### src/rtl/bfiq_pkg.sv
`default_nettype none

package bfiq_pkg;

  localparam int WORDS_DEF      = 64;
  localparam int WORD_BITS_DEF  = 64;
  localparam int NUM_PROBES_DEF = 4;

  // probe index width and the serial remainder unit's grain
  localparam int IDX_W      = 64;
  localparam int DIV_STEPS  = 4;
  localparam int DIV_CYCLES = IDX_W / DIV_STEPS;
  localparam int DIV_CW     = $clog2(DIV_CYCLES);

  localparam int FIFO_DEPTH = 2;

  localparam logic FUNC_QUERY = 1'b1;

  typedef struct packed {
    logic             query;
    logic [IDX_W-1:0] key;
    logic [IDX_W-1:0] step;
  } bfiq_item_t;

  typedef struct packed {
    logic query;
    logic last;
  } bfiq_ctl_t;

  function automatic int addr_w(input int depth);
    return (depth > 1) ? $clog2(depth) : 1;
  endfunction

  function automatic bit is_pow2(input int v);
    return (v & (v - 1)) == 0;
  endfunction

endpackage

`default_nettype wire

### src/rtl/bloom_filter_insert_query_top.sv
`default_nettype none

// Bloom filter with double hashing. Each transaction on the in_ channel is an
// insert (in_func 0) or a membership query (in_func 1) carrying a primary hash
// and a stride hash; probe i tests or sets bit (key + step*i) of the filter,
// split into word and bit by WORD_BITS and wrapped over WORDS words. Inserts
// return nothing; each query returns one out_ transaction, in order. After
// reset the filter clears every word with in_ready low. With WORDS and
// WORD_BITS both powers of two, probes run one per cycle, while the output
// is not held, through the bit store (one read and one write port, with
// write forwarding); a query's result is registered after its last probe
// passes the mapper and data stage. Other sizes map one probe index at a
// time in a serial remainder unit, four index bits per cycle. A two-entry
// queue decouples input acceptance from probe execution.
module bloom_filter_insert_query_top import bfiq_pkg::*; #(
  parameter int WORDS      = WORDS_DEF,
  parameter int WORD_BITS  = WORD_BITS_DEF,
  parameter int NUM_PROBES = NUM_PROBES_DEF
) (
  input  wire logic             clk,
  input  wire logic             rst_n,
  input  wire logic             in_valid,
  output logic                  in_ready,
  input  wire logic             in_func,
  input  wire logic [IDX_W-1:0] in_key_hash,
  input  wire logic [IDX_W-1:0] in_step_hash,
  output logic                  out_valid,
  input  wire logic             out_ready,
  output logic                  out_maybe_present
);

  logic       clear_busy;
  logic       push_valid, push_ready;
  bfiq_item_t push_item;
  logic       q_valid, q_ready;
  bfiq_item_t q_item;

  bfiq_front u_front (
    .clk          (clk),
    .rst_n        (rst_n),
    .hold         (clear_busy),
    .in_valid     (in_valid),
    .in_ready     (in_ready),
    .in_func      (in_func),
    .in_key_hash  (in_key_hash),
    .in_step_hash (in_step_hash),
    .push_valid   (push_valid),
    .push_ready   (push_ready),
    .push_item    (push_item)
  );

  bfiq_fifo u_fifo (
    .clk      (clk),
    .rst_n    (rst_n),
    .wr_valid (push_valid),
    .wr_ready (push_ready),
    .wr_item  (push_item),
    .rd_valid (q_valid),
    .rd_ready (q_ready),
    .rd_item  (q_item)
  );

  bfiq_back #(
    .WORDS      (WORDS),
    .WORD_BITS  (WORD_BITS),
    .NUM_PROBES (NUM_PROBES)
  ) u_back (
    .clk               (clk),
    .rst_n             (rst_n),
    .item_valid        (q_valid),
    .item_ready        (q_ready),
    .item              (q_item),
    .clear_busy        (clear_busy),
    .out_valid         (out_valid),
    .out_ready         (out_ready),
    .out_maybe_present (out_maybe_present)
  );

endmodule

`default_nettype wire

### src/rtl/bfiq_front.sv
`default_nettype none

module bfiq_front import bfiq_pkg::*; (
  input  wire logic             clk,
  input  wire logic             rst_n,
  input  wire logic             hold,
  input  wire logic             in_valid,
  output logic                  in_ready,
  input  wire logic             in_func,
  input  wire logic [IDX_W-1:0] in_key_hash,
  input  wire logic [IDX_W-1:0] in_step_hash,
  output logic                  push_valid,
  input  wire logic             push_ready,
  output bfiq_item_t            push_item
);

  logic       valid_r, valid_nxt;
  bfiq_item_t item_r, item_nxt;
  logic       accept;

  assign in_ready   = !hold && (!valid_r || push_ready);
  assign accept     = in_valid && in_ready;
  assign push_valid = valid_r;
  assign push_item  = item_r;

  always_comb begin
    valid_nxt = valid_r;
    item_nxt  = item_r;
    if (accept) begin
      valid_nxt      = 1'b1;
      item_nxt.query = (in_func == FUNC_QUERY);
      item_nxt.key   = in_key_hash;
      item_nxt.step  = in_step_hash;
    end else if (push_ready) begin
      valid_nxt = 1'b0;
    end
  end

  always_ff @(posedge clk) begin
    if (!rst_n) begin
      valid_r <= 1'b0;
    end else begin
      valid_r <= valid_nxt;
    end
  end

  always_ff @(posedge clk) begin
    item_r <= item_nxt;
  end

endmodule

`default_nettype wire

### src/rtl/bfiq_fifo.sv
`default_nettype none

module bfiq_fifo import bfiq_pkg::*; (
  input  wire logic       clk,
  input  wire logic       rst_n,
  input  wire logic       wr_valid,
  output logic            wr_ready,
  input  wire bfiq_item_t wr_item,
  output logic            rd_valid,
  input  wire logic       rd_ready,
  output bfiq_item_t      rd_item
);

  localparam int AW = addr_w(FIFO_DEPTH);
  localparam int CW = $clog2(FIFO_DEPTH + 1);

  bfiq_item_t          mem_r [FIFO_DEPTH];
  logic [AW-1:0]       wr_ptr_r, wr_ptr_nxt;
  logic [AW-1:0]       rd_ptr_r, rd_ptr_nxt;
  logic [CW-1:0]       count_r, count_nxt;
  logic                push, pop;

  assign wr_ready = (count_r != CW'(FIFO_DEPTH));
  assign rd_valid = (count_r != '0);
  assign rd_item  = mem_r[rd_ptr_r];
  assign push     = wr_valid && wr_ready;
  assign pop      = rd_valid && rd_ready;

  always_comb begin
    wr_ptr_nxt = wr_ptr_r;
    rd_ptr_nxt = rd_ptr_r;
    count_nxt  = count_r;
    if (push) begin
      wr_ptr_nxt = (wr_ptr_r == AW'(FIFO_DEPTH - 1)) ? '0 : wr_ptr_r + AW'(1);
    end
    if (pop) begin
      rd_ptr_nxt = (rd_ptr_r == AW'(FIFO_DEPTH - 1)) ? '0 : rd_ptr_r + AW'(1);
    end
    if (push && !pop) begin
      count_nxt = count_r + CW'(1);
    end else if (pop && !push) begin
      count_nxt = count_r - CW'(1);
    end
  end

  always_ff @(posedge clk) begin
    if (!rst_n) begin
      wr_ptr_r <= '0;
      rd_ptr_r <= '0;
      count_r  <= '0;
    end else begin
      wr_ptr_r <= wr_ptr_nxt;
      rd_ptr_r <= rd_ptr_nxt;
      count_r  <= count_nxt;
    end
  end

  always_ff @(posedge clk) begin
    if (push) begin
      mem_r[wr_ptr_r] <= wr_item;
    end
  end

endmodule

`default_nettype wire

### src/rtl/bfiq_map.sv
`default_nettype none

module bfiq_map import bfiq_pkg::*; #(
  parameter  int WORDS     = WORDS_DEF,
  parameter  int WORD_BITS = WORD_BITS_DEF,
  localparam int WORD_AW   = addr_w(WORDS),
  localparam int BIT_W     = $clog2(WORD_BITS)
) (
  input  wire logic               clk,
  input  wire logic               rst_n,
  input  wire logic               in_valid,
  output logic                    in_ready,
  input  wire logic [IDX_W-1:0]   in_idx,
  input  wire bfiq_ctl_t          in_ctl,
  output logic                    out_valid,
  input  wire logic               out_ready,
  output logic [WORD_AW-1:0]      out_word,
  output logic [BIT_W-1:0]        out_bit,
  output bfiq_ctl_t               out_ctl
);

  if (is_pow2(WORDS) && is_pow2(WORD_BITS)) begin : g_fast
    logic               valid_r;
    logic [WORD_AW-1:0] word_r;
    logic [BIT_W-1:0]   bit_r;
    bfiq_ctl_t          ctl_r;
    logic [WORD_AW-1:0] word_map;
    logic               load;

    if (WORDS == 1) begin : g_one_word
      assign word_map = '0;
    end else begin : g_words
      assign word_map = in_idx[BIT_W +: WORD_AW];
    end

    assign in_ready  = !valid_r || out_ready;
    assign load      = in_valid && in_ready;
    assign out_valid = valid_r;
    assign out_word  = word_r;
    assign out_bit   = bit_r;
    assign out_ctl   = ctl_r;

    always_ff @(posedge clk) begin
      if (!rst_n) begin
        valid_r <= 1'b0;
      end else if (in_ready) begin
        valid_r <= in_valid;
      end
    end

    always_ff @(posedge clk) begin
      if (load) begin
        word_r <= word_map;
        bit_r  <= in_idx[BIT_W-1:0];
        ctl_r  <= in_ctl;
      end
    end

  end else begin : g_serial
    localparam logic [1:0] ST_IDLE = 2'd0;
    localparam logic [1:0] ST_RUN  = 2'd1;
    localparam logic [1:0] ST_DONE = 2'd2;

    logic [1:0]         state_r, state_nxt;
    logic [IDX_W-1:0]   sh_r, sh_nxt;
    logic [DIV_CW-1:0]  cnt_r, cnt_nxt;
    logic [BIT_W:0]     r1_r, r1_nxt, r1_step;
    logic [WORD_AW:0]   r2_r, r2_nxt, r2_step;
    bfiq_ctl_t          ctl_r, ctl_nxt;

    // Long division by WORD_BITS, quotient bits folded into a running
    // remainder modulo WORDS, DIV_STEPS index bits per cycle.
    always_comb begin
      logic q;
      r1_step = r1_r;
      r2_step = r2_r;
      q       = 1'b0;
      for (int s = 0; s < DIV_STEPS; s++) begin
        r1_step = {r1_step[BIT_W-1:0], sh_r[IDX_W-1-s]};
        q       = (r1_step >= (BIT_W+1)'(WORD_BITS));
        if (q) begin
          r1_step = r1_step - (BIT_W+1)'(WORD_BITS);
        end
        r2_step = {r2_step[WORD_AW-1:0], q};
        if (r2_step >= (WORD_AW+1)'(WORDS)) begin
          r2_step = r2_step - (WORD_AW+1)'(WORDS);
        end
      end
    end

    always_comb begin
      state_nxt = state_r;
      sh_nxt    = sh_r;
      cnt_nxt   = cnt_r;
      r1_nxt    = r1_r;
      r2_nxt    = r2_r;
      ctl_nxt   = ctl_r;
      case (state_r)
        ST_IDLE: begin
          if (in_valid) begin
            sh_nxt    = in_idx;
            cnt_nxt   = '0;
            r1_nxt    = '0;
            r2_nxt    = '0;
            ctl_nxt   = in_ctl;
            state_nxt = ST_RUN;
          end
        end
        ST_RUN: begin
          sh_nxt  = sh_r << DIV_STEPS;
          r1_nxt  = r1_step;
          r2_nxt  = r2_step;
          cnt_nxt = cnt_r + DIV_CW'(1);
          if (cnt_r == DIV_CW'(DIV_CYCLES - 1)) begin
            state_nxt = ST_DONE;
          end
        end
        ST_DONE: begin
          if (out_ready) begin
            state_nxt = ST_IDLE;
          end
        end
        default: begin
          state_nxt = ST_IDLE;
        end
      endcase
    end

    assign in_ready  = (state_r == ST_IDLE);
    assign out_valid = (state_r == ST_DONE);
    assign out_word  = r2_r[WORD_AW-1:0];
    assign out_bit   = r1_r[BIT_W-1:0];
    assign out_ctl   = ctl_r;

    always_ff @(posedge clk) begin
      if (!rst_n) begin
        state_r <= ST_IDLE;
      end else begin
        state_r <= state_nxt;
      end
    end

    always_ff @(posedge clk) begin
      sh_r  <= sh_nxt;
      cnt_r <= cnt_nxt;
      r1_r  <= r1_nxt;
      r2_r  <= r2_nxt;
      ctl_r <= ctl_nxt;
    end
  end

endmodule

`default_nettype wire

### src/rtl/bfiq_back.sv
`default_nettype none

module bfiq_back import bfiq_pkg::*; #(
  parameter int WORDS      = WORDS_DEF,
  parameter int WORD_BITS  = WORD_BITS_DEF,
  parameter int NUM_PROBES = NUM_PROBES_DEF
) (
  input  wire logic       clk,
  input  wire logic       rst_n,
  input  wire logic       item_valid,
  output logic            item_ready,
  input  wire bfiq_item_t item,
  output logic            clear_busy,
  output logic            out_valid,
  input  wire logic       out_ready,
  output logic            out_maybe_present
);

  localparam int WORD_AW = addr_w(WORDS);
  localparam int BIT_W   = $clog2(WORD_BITS);
  localparam int PCW     = addr_w(NUM_PROBES);

  // probe sequencer
  logic             pg_valid_r, pg_valid_nxt;
  logic             pg_query_r, pg_query_nxt;
  logic [IDX_W-1:0] idx_r, idx_nxt;
  logic [IDX_W-1:0] step_r, step_nxt;
  logic [PCW-1:0]   pcnt_r, pcnt_nxt;
  logic             pg_last, pg_fire, pop;

  // index mapper
  logic               map_in_ready;
  logic               map_out_valid, map_out_ready;
  logic [WORD_AW-1:0] map_out_word;
  logic [BIT_W-1:0]   map_out_bit;
  bfiq_ctl_t          map_out_ctl;
  logic               rd_issue;

  // data stage
  logic               d_valid_r, d_valid_nxt;
  bfiq_ctl_t          d_ctl_r;
  logic [WORD_AW-1:0] d_word_r;
  logic [BIT_W-1:0]   d_bit_r;
  logic [WORD_BITS-1:0] cur_word, bit_mask, merged;
  logic               bit_hit, ins_wr, q_end, d_stall;
  logic               acc_r, acc_nxt;
  logic               out_valid_r, out_valid_nxt;
  logic               out_data_r, out_data_nxt;

  // bit store
  logic [WORD_BITS-1:0] mem [WORDS];
  logic [WORD_BITS-1:0] rdata_r;
  logic                 wr_en;
  logic [WORD_AW-1:0]   wr_addr;
  logic [WORD_BITS-1:0] wr_data;
  logic                 lw_valid_r;
  logic [WORD_AW-1:0]   lw_addr_r;
  logic [WORD_BITS-1:0] lw_data_r;
  logic                 clear_busy_r;
  logic [WORD_AW-1:0]   clr_addr_r;

  assign pg_last    = (pcnt_r == PCW'(NUM_PROBES - 1));
  assign pg_fire    = pg_valid_r && map_in_ready;
  assign item_ready = !pg_valid_r || (pg_fire && pg_last);
  assign pop        = item_valid && item_ready;

  always_comb begin
    pg_valid_nxt = pg_valid_r;
    pg_query_nxt = pg_query_r;
    idx_nxt      = idx_r;
    step_nxt     = step_r;
    pcnt_nxt     = pcnt_r;
    if (pop) begin
      pg_valid_nxt = 1'b1;
      pg_query_nxt = item.query;
      idx_nxt      = item.key;
      step_nxt     = item.step;
      pcnt_nxt     = '0;
    end else if (pg_fire) begin
      if (pg_last) begin
        pg_valid_nxt = 1'b0;
      end else begin
        idx_nxt  = idx_r + step_r;
        pcnt_nxt = pcnt_r + PCW'(1);
      end
    end
  end

  always_ff @(posedge clk) begin
    if (!rst_n) begin
      pg_valid_r <= 1'b0;
    end else begin
      pg_valid_r <= pg_valid_nxt;
    end
  end

  always_ff @(posedge clk) begin
    pg_query_r <= pg_query_nxt;
    idx_r      <= idx_nxt;
    step_r     <= step_nxt;
    pcnt_r     <= pcnt_nxt;
  end

  bfiq_map #(
    .WORDS     (WORDS),
    .WORD_BITS (WORD_BITS)
  ) u_map (
    .clk       (clk),
    .rst_n     (rst_n),
    .in_valid  (pg_valid_r),
    .in_ready  (map_in_ready),
    .in_idx    (idx_r),
    .in_ctl    ('{query: pg_query_r, last: pg_last}),
    .out_valid (map_out_valid),
    .out_ready (map_out_ready),
    .out_word  (map_out_word),
    .out_bit   (map_out_bit),
    .out_ctl   (map_out_ctl)
  );

  // Data stage: a word read last cycle may be stale by the write made at
  // the same edge, so take it from the last-write register on an address match.
  assign cur_word = (lw_valid_r && (lw_addr_r == d_word_r)) ? lw_data_r : rdata_r;
  assign bit_hit  = cur_word[d_bit_r];
  assign bit_mask = WORD_BITS'(1) << d_bit_r;
  assign merged   = cur_word | bit_mask;
  assign ins_wr   = d_valid_r && !d_ctl_r.query;
  assign q_end    = d_valid_r && d_ctl_r.query && d_ctl_r.last;
  assign d_stall  = q_end && out_valid_r && !out_ready;

  assign map_out_ready = !d_stall && !clear_busy_r;
  assign rd_issue      = map_out_valid && map_out_ready;

  always_comb begin
    d_valid_nxt   = d_stall ? d_valid_r : rd_issue;
    acc_nxt       = acc_r;
    out_valid_nxt = out_valid_r;
    out_data_nxt  = out_data_r;
    if (d_valid_r && d_ctl_r.query && !d_stall) begin
      acc_nxt = d_ctl_r.last ? 1'b1 : (acc_r & bit_hit);
    end
    if (out_ready) begin
      out_valid_nxt = 1'b0;
    end
    if (q_end && !d_stall) begin
      out_valid_nxt = 1'b1;
      out_data_nxt  = acc_r & bit_hit;
    end
  end

  always_ff @(posedge clk) begin
    if (!rst_n) begin
      d_valid_r   <= 1'b0;
      acc_r       <= 1'b1;
      out_valid_r <= 1'b0;
    end else begin
      d_valid_r   <= d_valid_nxt;
      acc_r       <= acc_nxt;
      out_valid_r <= out_valid_nxt;
    end
  end

  always_ff @(posedge clk) begin
    out_data_r <= out_data_nxt;
    if (rd_issue) begin
      d_ctl_r  <= map_out_ctl;
      d_word_r <= map_out_word;
      d_bit_r  <= map_out_bit;
    end
  end

  // Bit store: one write and one read port, clearing pass after reset.
  assign wr_en   = clear_busy_r || ins_wr;
  assign wr_addr = clear_busy_r ? clr_addr_r : d_word_r;
  assign wr_data = clear_busy_r ? '0 : merged;

  always_ff @(posedge clk) begin
    if (wr_en) begin
      mem[wr_addr] <= wr_data;
    end
    if (rd_issue) begin
      rdata_r <= mem[map_out_word];
    end
  end

  always_ff @(posedge clk) begin
    if (!rst_n) begin
      clear_busy_r <= 1'b1;
      clr_addr_r   <= '0;
      lw_valid_r   <= 1'b0;
    end else begin
      if (clear_busy_r) begin
        clr_addr_r <= clr_addr_r + WORD_AW'(1);
        if (clr_addr_r == WORD_AW'(WORDS - 1)) begin
          clear_busy_r <= 1'b0;
        end
      end
      if (wr_en) begin
        lw_valid_r <= 1'b1;
      end
    end
  end

  always_ff @(posedge clk) begin
    if (wr_en) begin
      lw_addr_r <= wr_addr;
      lw_data_r <= wr_data;
    end
  end

  assign clear_busy        = clear_busy_r;
  assign out_valid         = out_valid_r;
  assign out_maybe_present = out_data_r;

  a_no_probe_in_clear: assert property (@(posedge clk) disable iff (!rst_n)
    clear_busy_r |-> (!rd_issue && !d_valid_r))
    else $error("probe issued during clearing pass");

  a_stall_holds_probe: assert property (@(posedge clk) disable iff (!rst_n)
    d_stall |=> (d_valid_r && $stable(d_word_r) && $stable(d_bit_r)))
    else $error("stalled probe lost");

  a_query_end_result: assert property (@(posedge clk) disable iff (!rst_n)
    (q_end && !d_stall) |=> (out_valid_r && acc_r))
    else $error("query end did not post result or rearm accumulator");

  a_probe_count_range: assert property (@(posedge clk) disable iff (!rst_n)
    pg_valid_r |-> (pcnt_r <= PCW'(NUM_PROBES - 1)))
    else $error("probe counter out of range");

endmodule

`default_nettype wire
### config.mk
export PLATFORM = sky130hd
export DESIGN_NAME = bloom_filter_insert_query_top
export DESIGN_NICKNAME = d
export VERILOG_FILES = /design/src/rtl/bfiq_pkg.sv /design/src/rtl/bloom_filter_insert_query_top.sv /design/src/rtl/bfiq_front.sv /design/src/rtl/bfiq_fifo.sv /design/src/rtl/bfiq_map.sv /design/src/rtl/bfiq_back.sv
export SDC_FILE = /design/constraint.sdc
export NUM_CORES = 2
export LEC_CHECK = 0
export BUFFER_PORTS_ARGS = -buffer_cell sky130_fd_sc_hd__buf_2
export CORE_ASPECT_RATIO = 1.4
export CORE_MARGIN = 5
export CORE_UTILIZATION = 30
export CTS_CLUSTER_DIAMETER = 60
export DETAILED_ROUTE_END_ITERATION = 8
export PLACE_DENSITY = 0.41
export SYNTH_ARGS = -nofsm -noshare
export SYNTH_HDL_FRONTEND = slang
export SYNTH_HIERARCHICAL = 1
export SYNTH_MEMORY_MAX_BITS = 65536
export SYNTH_SLANG_ARGS = --single-unit
### constraint.sdc
create_clock -name clk -period 23.8 [get_ports clk]
set_input_delay 4.76 -clock clk [delete_from_list [all_inputs] [get_ports clk]]
set_output_delay 4.76 -clock clk [all_outputs]
set_load 0.02 [all_outputs]
### Word-level counts from Yosys, hierarchy flattened

Memory sizes are Yosys's and may differ from the RTL's. A register that Yosys moved wholly into a read port is not among the register bits.
Index checks and enable logic that the tools add are counted.
W data, S select, Z words.

* bits in registers: 377
* bits in writable memories: 4354
* output and inout bits: 3
* logic and storage cells: 117
* memories: 2

Memories
* u_back.mem: depth 64, bits a word 64, rd ports 1, clocked after Yosys merged registers in 1, write ports 1, RTL line bfiq_back.sv:51 `logic [WORD_BITS-1:0] mem [WORDS];`
* u_fifo.mem_r: depth 2, bits a word 129, rd ports 1, clocked after Yosys merged registers in 1, write ports 1, RTL line bfiq_fifo.sv:17 `bfiq_item_t mem_r [FIFO_DEPTH];`

* add/subtract/negate cells: 7
* $lt $le $gt $ge: 1
* equality and inequality tests: 5
* shift operators: 1
* multiplexer cells: 28
* bitwise gates (word level): 3
* reduce and logical (&&, ||, !) cells: 40

Operator list (count)
* $mux W64: 5
* $add A64 B64 Y64: 1
* $or A64 B64 Y64: 1
* $shl A1 B6 Y64 const A: 1
* $mux W1: 19
* $logic_and A1 B1 Y1: 18
* $reduce_bool A2 Y1: 6
* $logic_not A1 Y1: 9
* $lt A6 B7 Y1 const B: 1
* $add A6 B1 Y6 const B: 1
* $bmux W1 S6: 1
* $eq A6 B6 Y1: 1
* $eq A6 B6 Y1 const B: 1
* $mux W6: 1
* $reduce_and A2 Y1: 3
* $add A2 B1 Y2 const B: 2
* $logic_or A1 B1 Y1: 4
* $mux W2: 2
* $ne A2 B2 Y1 const B: 2
* $add A1 B1 Y1 const B: 2
* $eq A2 B2 Y1 const B: 1
* $sub A2 B1 Y2 const B: 1
* $and A1 B1 Y1: 1
* $not A1 Y1: 1

### Longest topological paths before layout

* depth in word-level cells: 14
* depth in mapped cells: 13

### By module

Netlist, hierarchy kept.

By module, submodules not included
* bfiq_back: instances 1, cells an instance 7331, area an instance 170860.1 µm²
* bfiq_fifo: instances 1, cells an instance 425, area an instance 9586.7 µm²
* bfiq_front: instances 1, cells an instance 136, area an instance 3933.8 µm²
* bfiq_map: instances 1, cells an instance 19, area an instance 478.0 µm²

### Least setup slack after synthesis

Ideal clock, no wire load.

* kind: input to register
* from: in in_valid
* to: reg u_front.item_r, in the netlist u_front/push_item[0] (enable)
* arrival: 10.189 ns
* setup slack: 12.992 ns
* cell stages on the path: 2
* buffers on the path: 0
* path through: nand2b_2 > nor2_1

* word-level cells in the longest chain between the ends: 1

Ends and longest elaborated chain
* start, declared: RTL line bloom_filter_insert_query_top.sv:22 `input wire logic in_valid,`
* $logic_and A1 B1 Y1: RTL line bfiq_front.sv:22 `assign accept = in_valid && in_ready;`
* via u_front.accept: RTL line bfiq_front.sv:19 `logic accept;`
* end signal, assigned: RTL line bfiq_front.sv:48 `item_r <= item_nxt;`
* end, declared: RTL line bfiq_front.sv:18 `bfiq_item_t item_r, item_nxt;`

The timed path passes the listed nets, and every way through them passes these cells.
A chain may end at the register's enable or synchronous reset.

==> results.md <==
- CP top delay family: buffers and inverters
- Reg2reg path depth: 9
- Die width: roughly 640 µm
- Finished Cell Area: 0.1929 mm²
- Most frequent cells in the layout: edfxtp_1 (4,359), mux4_2 (1,345), clkbuf_16 (440), buf_4 (297), nand2_1 (206)
- Slew @ Worst Pin: between 1000 and 1500 ps
- DR pass1 iterations: 5
- Setup TNS: 0 ps
- Hold Buf Count CTS: 0
- CTS max path bufs: 4
- Post-DRT Antenna Nets: 0
- Tcrit/Tclk final: 29.71%
- PD cells: around 90 mW/mm²
- Layout Skew: between 50 and 60 ps
- Worst Setup EP: u_back/rdata_r[35]
- Final Max Tran Viols: 0
- Cell count after synthesis: 6,768
- Syn Std Cell Area: about 0.17 mm²
- Commonest non-fill, non-tap cell in the layout: edfxtp_1
- Crit Path Max Fanout: between 80 and 90
- Final Hold Fails: 0
- Grt ovf: 0
- First-pass GRT wire length: 717,400 µm
- Overall Global Routing Usage: 18.15%
- Post-Route WL: 527,400 µm
- CTS clock-pin slew for the worst setup and hold paths: about 70 ps
- Critical-path cell list: buf_4 > buf_12 > buf_4 > buf_4 > buf_4 > buf_4 > mux4_2 > mux4_2 > mux4_2
- Setup bufs post-CTS: 0
- Syn Nets: between 6,000 and 7,000
- Slew HR: under 10%
- CP Capture Type: flop
- Setup CP Type: reg -> reg
- WL/cell: about 35 µm
- CP arrival: a little under 8000 ps
- CP startpoint: u_back/u_map/out_word[0]
- Hold crit path type: reg -> reg
- Most frequent CP cell: buf_4
- Layout Nets: roughly 7,300
- Peak VDD IR: ~0.063 mV
- Post-route minimum period: 7071 ps
- Total Power: 17.35 mW
- Worst Path Buf+Inv: 6
- IO buf count: 31
- RSZ-0062 raised after global routing: false
- Max-Cap Viols: 0
- Num CTS Buffers: about 430
- Reg-to-reg setup timing slack: about 17,000 ps
- # H-tree levels: 5
- Synth warn: 6
- Met1 usage: 23.54%
- Final count of negative-setup-slack endpoints: 0
- Clk root buf: clkbuf_16
- Worst path depth: 9
- R2R Path Start: u_back/u_map/out_word[0]
- DP HPWL: 273,800 µm
- DRC Markers: 0
- Leak: ~62 nW
- Vias per cell: slightly above 5
- WHS: 427.7 ps
- Status: complete, no violations
- Layout cells sized above 1: 32.66%
- Die height: slightly below 900 µm
- Core ar.: approximately 0.56 mm²
- Clk_lat worst skew: around 1000 ps
- Initial DRC count: 8,010
- Area delta synth->final: 15.32%
- GR Util met2: between 30% and 40%
- GP Congestion: 0.7647
- Initial antenna violation count: 25
- Layer with the highest usage: met2
- Total clock sinks: 4,380
- Met3 Usage GRT: 2.094%
- Max Fclk: ~0.14 GHz
- Largest net degree at the start of global routing: 128
- CTS tree: built
- Row cnt: ~320
- Startpoint types: flop
- Max stage delay on crit path: 830 ps
- Vias in the first global route: 81,770
- Top Ports: 136
- Synth Area per Inst: ~25 µm²
- Via count: approximately 77,000
- Post-cts sizing count: 0
- Reg-to-reg endpoint: u_back/rdata_r[35]
- Required @ worst endpoint: 24,530 ps
- Cell Area, Placed: approximately 0.18 mm²
- Max stage delay cell, worst path: buf_4
- Die area: around 0.57 mm²
- Initial Util: approximately 30%
-- state kept, by name, summed over array words and instances (netlist names), 2 cells and up, named ones only --
name / flops
u_back/clr_addr_r: 6
u_back/d_bit_r: 6
u_back/d_ctl_r: 2
u_back/d_word_r: 6
u_back/idx_r: 12
u_back/lw_addr_r: 6
u_back/lw_data_r: 64
u_back/mem: 4096
u_back/pcnt_r: 2
u_back/rdata_r: 64
u_back/step_r: 12
u_back/u_map/out_bit: 6
u_back/u_map/out_ctl: 2
u_back/u_map/out_word: 6
u_fifo/count_r: 2
u_fifo/mem_r: 50
u_front/push_item: 25
-- cell type report --
type	count	area [µm²]
Inverter	18	70.07
Fill cell	51130	362900
Sequential cell	4380	131300
Clock buffer	547	11430
Clock inverter	249	2527
Timing Repair Buffer	338	2585
Multi-Input combinational cell	2013	35730
Antenna cell	6	15.01
Tap cell	7335	9178
-- routing by layer --
layer  share of wire [%]  vias to the layer above
met4                 2.3                        0
met5                   0                        -
met1                  41                    44350
li1                    -                    30220
met2                  53                     2068
met3                 4.2                      586
-- worst reg2reg max path: cells and delay by family, from the launching register on --
family   cells  cell delay (ps)
buf+inv      6             4680
mux          3             1780
flops        1              320
-- report_power, final --
group	switching [mW]	internal [mW]
sequential	0.0303	8.47
clock	2.99	3.88
combinational	1.18	0.798
total	4.20	13.1
-- through the flow --
stage                     cells  utilization [%]  worst slack, ps
final                     14890            34.70            16730
after detailed placement  14080            32.19            16320
after global placement    14080            32.19            16310
after floorplan            6768                -            16480
after CTS                 14880            34.70            16270
after global routing      14880            34.70            15950
-- worst min-delay path by stage --
stage                     slack, ps                    start                 endpoint  depth (start not counted)
after detailed placement        420  u_back/u_map/out_bit[3]        u_back/d_bit_r[3]                          0
after CTS                       440        u_back/pg_query_r  u_back/u_map/out_ctl[1]                          0
after floorplan                 400  u_back/u_map/out_bit[0]        u_back/d_bit_r[0]                          0
after global placement          410  u_back/u_map/out_bit[3]        u_back/d_bit_r[3]                          0
final                           430  u_back/u_map/out_bit[1]        u_back/d_bit_r[1]                          0
after global routing            440  u_back/u_map/out_ctl[0]        u_back/d_ctl_r[0]                          0
Power figures use the tool's default switching activity.
